**src/hdl/point_in_triangle_mesh_test_core_macros.svh**
```systemverilog
// ----------------------------------------------------------------------------
// point_in_triangle_mesh_test_core_macros
// assertion helpers for the floor test sequencer
// ----------------------------------------------------------------------------
`ifndef POINT_IN_TRIANGLE_MESH_TEST_CORE_MACROS_SVH
`define POINT_IN_TRIANGLE_MESH_TEST_CORE_MACROS_SVH

// same-cycle implication, disabled while reset is low
`define PITM_ASSERT_NOW(label, clk, rst_n, ante, cons, msg) \
  label: assert property (@(posedge clk) disable iff (!rst_n) (ante) |-> (cons)) \
    else $error(msg);

// next-cycle implication, disabled while reset is low
`define PITM_ASSERT_NEXT(label, clk, rst_n, ante, cons, msg) \
  label: assert property (@(posedge clk) disable iff (!rst_n) (ante) |=> (cons)) \
    else $error(msg);

`endif

```
**src/hdl/pitm_pkg.sv**
```systemverilog
// ----------------------------------------------------------------------------
// pitm_pkg
// shared types, widths and codes of the floor triangle point test
// ----------------------------------------------------------------------------
package pitm_pkg;

  // table geometry
  localparam int ADDR_W        = 8;
  localparam int MAX_TRIANGLES = 1 << ADDR_W;
  localparam int CNT_W         = ADDR_W + 1;
  localparam int SLOT_W        = 8;

  // coordinate and arithmetic widths
  localparam int COORD_BITS = 16;
  localparam int DIFF_W     = COORD_BITS + 1;
  localparam int PROD_W     = 2 * DIFF_W;
  localparam int SUM_W      = PROD_W + 1;
  localparam int NG_W       = SUM_W + 2;

  // stream widths
  localparam int IN_DATA_W  = 8 * ((SLOT_W + 8 * COORD_BITS + 7) / 8);
  localparam int OUT_DATA_W = 8;

  // configuration port
  localparam int CFG_IDX_W  = 3;
  localparam int CFG_DATA_W = COORD_BITS;

  // register indexes
  localparam logic [CFG_IDX_W-1:0] REG_TRIANGLE_COUNT = 3'd0;
  localparam logic [CFG_IDX_W-1:0] REG_SAFE_X_MIN     = 3'd1;
  localparam logic [CFG_IDX_W-1:0] REG_SAFE_X_MAX     = 3'd2;
  localparam logic [CFG_IDX_W-1:0] REG_SAFE_Y_MIN     = 3'd3;
  localparam logic [CFG_IDX_W-1:0] REG_SAFE_Y_MAX     = 3'd4;

  // opcodes
  localparam logic OP_LOAD  = 1'b0;
  localparam logic OP_QUERY = 1'b1;

  typedef logic signed [COORD_BITS-1:0] coord_t;

  // register reset values
  localparam coord_t SAFE_X_MIN_RST = 16'sd160;
  localparam coord_t SAFE_X_MAX_RST = 16'sd544;
  localparam coord_t SAFE_Y_MIN_RST = 16'sd288;
  localparam coord_t SAFE_Y_MAX_RST = 16'sd720;

  // one input transaction payload, slot in the lowest bits
  typedef struct packed {
    coord_t              query_y;
    coord_t              query_x;
    coord_t              corner_c_y;
    coord_t              corner_c_x;
    coord_t              corner_b_y;
    coord_t              corner_b_x;
    coord_t              corner_a_y;
    coord_t              corner_a_x;
    logic [SLOT_W-1:0]   slot;
  } pitm_item_t;

  // one stored triangle
  typedef struct packed {
    coord_t cy;
    coord_t cx;
    coord_t by;
    coord_t bx;
    coord_t ay;
    coord_t ax;
  } pitm_tri_t;

  // controller to datapath
  typedef struct packed {
    logic              wr_en;
    logic              query_start;
    logic              rd_en;
    logic [ADDR_W-1:0] rd_addr;
    logic              out_load;
  } pitm_cmd_t;

  // datapath to controller
  typedef struct packed {
    logic busy;
  } pitm_status_t;

endpackage

```
**src/hdl/pitm_ctrl.sv**
```systemverilog
// ----------------------------------------------------------------------------
// pitm_ctrl
// sequencer: takes transactions, walks the triangle table, hands off results
// ----------------------------------------------------------------------------
`include "point_in_triangle_mesh_test_core_macros.svh"

module pitm_ctrl (
  input  logic                       clk,
  input  logic                       rst_n,
  input  logic                       in_tvalid,
  input  logic                       in_opcode,
  output logic                       in_tready,
  input  logic                       out_tready,
  output logic                       out_tvalid,
  input  logic [pitm_pkg::CNT_W-1:0] triangle_count,
  input  pitm_pkg::pitm_status_t     status,
  output pitm_pkg::pitm_cmd_t        cmd
);
  import pitm_pkg::*;

  localparam logic [1:0] ST_IDLE  = 2'd0;
  localparam logic [1:0] ST_SCAN  = 2'd1;
  localparam logic [1:0] ST_DRAIN = 2'd2;

  logic [1:0]       state_r, state_nxt;
  logic [CNT_W-1:0] cnt_r, cnt_nxt;
  logic [CNT_W-1:0] cnt_inc;
  logic [CNT_W-1:0] n_sat;
  logic             out_valid_r, out_valid_nxt;
  logic             accept;
  logic             out_free;

  // searched count saturates at the table depth
  assign n_sat = (triangle_count > CNT_W'(MAX_TRIANGLES)) ? CNT_W'(MAX_TRIANGLES)
                                                          : triangle_count;
  assign cnt_inc  = cnt_r + CNT_W'(1);
  assign in_tready = (state_r == ST_IDLE);
  assign accept    = in_tvalid & in_tready;
  assign out_free  = ~out_valid_r | out_tready;
  assign out_tvalid = out_valid_r;

  // next state and commands
  always_comb begin
    state_nxt = state_r;
    cnt_nxt   = cnt_r;
    cmd       = '0;
    unique case (state_r)
      ST_IDLE: begin
        if (accept) begin
          if (in_opcode == OP_LOAD) begin
            cmd.wr_en = 1'b1;
          end else begin
            cmd.query_start = 1'b1;
            cnt_nxt = '0;
            state_nxt = (n_sat == '0) ? ST_DRAIN : ST_SCAN;
          end
        end
      end
      ST_SCAN: begin
        cmd.rd_en   = 1'b1;
        cmd.rd_addr = cnt_r[ADDR_W-1:0];
        cnt_nxt     = cnt_inc;
        if (cnt_inc == n_sat) begin
          state_nxt = ST_DRAIN;
        end
      end
      ST_DRAIN: begin
        if (!status.busy && out_free) begin
          cmd.out_load = 1'b1;
          state_nxt = ST_IDLE;
        end
      end
      default: begin
        state_nxt = ST_IDLE;
      end
    endcase
  end

  // output valid flag
  always_comb begin
    if (cmd.out_load) begin
      out_valid_nxt = 1'b1;
    end else if (out_tready) begin
      out_valid_nxt = 1'b0;
    end else begin
      out_valid_nxt = out_valid_r;
    end
  end

  // control registers
  always_ff @(posedge clk) begin
    if (!rst_n) begin
      state_r     <= ST_IDLE;
      cnt_r       <= '0;
      out_valid_r <= 1'b0;
    end else begin
      state_r     <= state_nxt;
      cnt_r       <= cnt_nxt;
      out_valid_r <= out_valid_nxt;
    end
  end

  // checks
  `PITM_ASSERT_NOW(a_load_after_drain, clk, rst_n, cmd.out_load, !status.busy, "result taken before pipeline drained")
  `PITM_ASSERT_NOW(a_scan_in_range, clk, rst_n, state_r == ST_SCAN, cnt_r < n_sat, "scan address past searched count")
  `PITM_ASSERT_NEXT(a_query_leaves_idle, clk, rst_n, accept && in_opcode == OP_QUERY, state_r != ST_IDLE, "query did not start a search")
  `PITM_ASSERT_NEXT(a_load_stays_idle, clk, rst_n, accept && in_opcode == OP_LOAD, state_r == ST_IDLE && !out_tvalid || state_r == ST_IDLE, "load left idle")

endmodule

```
**config.mk**
```make
export PLATFORM = sky130hd
export DESIGN_NAME = pitm_ctrl
export DESIGN_NICKNAME = d
export VERILOG_FILES = /design/src/hdl/pitm_pkg.sv /design/src/hdl/pitm_ctrl.sv
export VERILOG_INCLUDE_DIRS = /design/src /design/src/hdl
export SDC_FILE = /design/constraint.sdc
export NUM_CORES = 1
export LEC_CHECK = 0
export BUFFER_PORTS_ARGS = -buffer_cell sky130_fd_sc_hd__clkbuf_2
export CORE_MARGIN = 3
export CORE_UTILIZATION = 55
export DETAILED_ROUTE_END_ITERATION = 16
export PLACE_DENSITY_LB_ADDON = 0.08
export RECOVER_POWER = 100
export SKIP_CTS_REPAIR_TIMING = 1
export SLEW_MARGIN = 20
export SYNTH_ARGS = -nofsm -noshare
export SYNTH_HDL_FRONTEND = slang
export SYNTH_SLANG_ARGS = --single-unit
```
**constraint.sdc**
```tcl
create_clock -name clk -period 4.2 [get_ports clk]
set_input_delay 0.84 -clock clk [delete_from_list [all_inputs] [get_ports clk]]
set_output_delay 0.84 -clock clk [all_outputs]
set_load 0.02 [all_outputs]
```
==> results by group <==
Logic synthesis
  – Post-synth EDFFs: 0
  – Yosys cell types: 44
  – Sequential area share after synthesis: between 20% and 30%
  – Synth Flop Type: dfxtp_1
  – Synthesized instance count: between 100 and 150
  – FFs w/ async S/R, synth: 0%
  – Largest cells by area after synthesis: dfxtp_1, xnor2_1, and2_1, o211a_1, nand2_1
  – Warnings, synthesis: 0
  – Avg Cell Area, Syn: around 7.5 µm²
  – Post-Syn Nets: roughly 160
  – Syn Std Cell Area: 1064 µm²
  – Flops & latches, synth: 12
  – Synth top area share: 22.59%
  – Leading area contributor after synthesis: dfxtp_1

Critical path
  – Critical path class: register to output port
  – CP top delay family: simple AND/OR/NAND/NOR gates
  – Crit Path Max Fanout: 18
  – Data required time of the worst path: 3.36 ns
  – Slowest cell on crit path: dfxtp_1
  – CP Data Arrival Time: between 2 and 2.5 ns
  – Bufs and invs on worst path: 2
  – R2r worst-path depth: 7
  – Critical Path Max Stage Delay: ~0.5 ns
  – Worst path depth: 4
  – Crit path launch type: register
  – Cells along the critical path: nand2b_1 > clkinv_1 > and2_1 > clkbuf_1
  – CP endpoint kind: output port

Placed design
  – Final Wtd Congestion: approximately 0.87
  – IO buf count: 28
  – DP HPWL: roughly 1900 µm
  – Area after DPL: ~1200 µm²
  – Pre-CTS WS: 1.722 ns

STA
  – Tmin final: between 2 and 3 ns
  – Fin Setup TNS: 0 ns
  – Fmax: roughly 350 MHz
  – Final setup margin: between 1 and 1.5 ns
  – Fin crit share: 67.93%
  – Worst-margin pin slew: around 0.47 ns
  – Final hold violation count: 0
  – Final setup viols: 0
  – RSZ-0062 raised after global routing: no
  – Rel. slew slack: 68.85%
  – Setup Skew: around 0.0012 ns
  – Slew Viols, Final: 0

Clocking
  – H-tree level count: 1
  – CTS clk-pin slew, worst paths: about 0.08 ns
  – CTS max path bufs: 2
  – Clock latency on the worst-skew pair: 0.28 ns
  – CTS sink cnt: 12
  – Root Driver: clkbuf_4
  – CTS tree: yes
  – Num CTS Buffers: 3

Floorplan
  – Die Span X: roughly 50 µm
  – Die area: roughly 2500 µm²
  – Standard-cell rows: 15
  – Total I/O pin count: 29
  – Core ar.: about 1800 µm²
  – Height of the die: between 40 and 50 µm
  – Starting density of the core: about three fifths

Final layout
  – Synth-to-layout area growth: 12.82%
  – Final #Nets: approximately 180
  – Share of cells above drive strength 1: ~16%
  – Fill cell count: 173
  – Post-route design area: between 1000 and 1500 µm²
  – # diodes: 0

Route
  – Detailed-route via count: roughly 1100
  – 1st-iter DRT viols: 17
  – Final WL: 2549 µm
  – Drt wl/cell: ~13 µm
  – Initial DRT Pass Iterations: 4
  – Number of vias per cell: between 5 and 6
  – Drt drc: 0
  – ANT nets after route: 0

Global route
  – First-pass GRT wire length: ~4200 µm
  – Total track usage: around 22%
  – Gr ovfl total: 0
  – Number of global-route vias before repair: 1010
  – Pin count of the biggest net entering global routing: 19
  – Initial antenna violation count: 0

Status
  – Outcome: complete, no violations

Worst hold path
  – Hold-critical path depth: 1
  – Hold Crit Class: register to register

Power and ir drop
  – Leak: slightly below 0.5 nW
  – Maximum vdd drop: 0.0001527 V
  – Power per Cell Area: ~220 nW/µm²
  – Pwr Total: 268.0 µW

Run
  – Max Cap Viol: 0
## layout by cell type, fill, tap and decap left out, drive strengths merged, types with 2 or more instances in the layout
| cell type | Yosys | final |
|---|---|---|
| nand4 | 5 | 5 |
| clkbuf | 5 | 32 |
| nand3 | 8 | 8 |
| xor2 | 5 | 5 |
| nand2 | 11 | 11 |
| nor4b | 3 | 3 |
| xnor2 | 8 | 8 |
| a22oi | 2 | 2 |
| inv | 3 | 3 |
| a31oi | 2 | 2 |
| nor2b | 4 | 4 |
| and2 | 9 | 9 |
| nand2b | 3 | 3 |
| o21ai | 8 | 8 |
| nor3 | 7 | 7 |
| or3 | 2 | 2 |
| dfxtp | 12 | 12 |
| a21oi | 5 | 5 |
| o211a | 5 | 5 |
| nor2 | 12 | 12 |
| and3 | 2 | 2 |
## power breakdown
group	leakage (nW)	switching (mW)	internal (mW)
Clock	0.0210	0.0450	0.0528
Combinational	0.371	0.0308	0.0197
Sequential	0.0971	0.00418	0.115
## worst paths after layout
path / from / to / slack, ns
max: state_r[1] / cmd[4] / 1.35
min: cnt_r[8] / cnt_r[8] / 0.57
max reg2reg: cnt_r[0] / state_r[0] / 1.90
min reg2reg: cnt_r[8] / cnt_r[8] / 0.57
## cell type report
| cell class | count | area [µm²] | share of cell area [%] |
|---|---|---|---|
| sequential | 12 | 240.2 | 20.02 |
| multi-input combinational | 116 | 750.7 | 62.57 |
| inverter | 4 | 15.01 | 1.251 |
| clock buffer | 4 | 36.28 | 3.024 |
| tap | 25 | 31.28 | 2.607 |
| timing repair buffer | 28 | 126.4 | 10.53 |
## cells in the mapped netlist, types with 4 or more instances
master	n
nor2_1	11
nand3_1	6
xor2_1	4
o211a_1	5
dfxtp_1	12
and2_1	9
o21ai_0	8
nor2b_1	4
nand4_1	5
nor3_1	7
xnor2_1	8
a21oi_1	5
clkbuf_1	5
nand2_1	11
## logic make-up (layout without fill, tap and decap cells)
kind of cell / Yosys count / in the layout / synth area share, %
simple gates: 71 / 71 / 38.00
xor+xnor: 13 / 13 / 11.41
mux: 2 / 2 / 2.000
fa+ha+maj: 1 / 1 / 1.176
flops: 12 / 12 / 22.59
buf+inv: 14 / 36 / 6.352
compound gates: 29 / 29 / 18.47
## flip-flops by register name, indices dropped and copies added, names as in the netlist
register / cells
state_r: 2
cnt_r: 9
out_tvalid: 1
## through the flow
stage | cells | utilization (%) | hold slack (ns)
floorplan | 142 | - | 0.5116
global placement | 185 | 66.32 | 0.5316
detailed placement | 185 | 66.32 | 0.5461
CTS | 189 | 68.35 | 0.5676
global route | 189 | 67.30 | 0.6095
finish | 189 | 67.30 | 0.5663
## per-layer routing
layer | vias to the layer above | global-route usage, % | routed length (µm)
met5 | - | 0 | 0
met4 | 0 | 11.98 | 53
met3 | 7 | 3.927 | 76
met2 | 23 | 39.21 | 1277
met1 | 501 | 24.50 | 1141
li1 | 544 | - | -
Note: power is estimated with default switching activity, not from simulation.
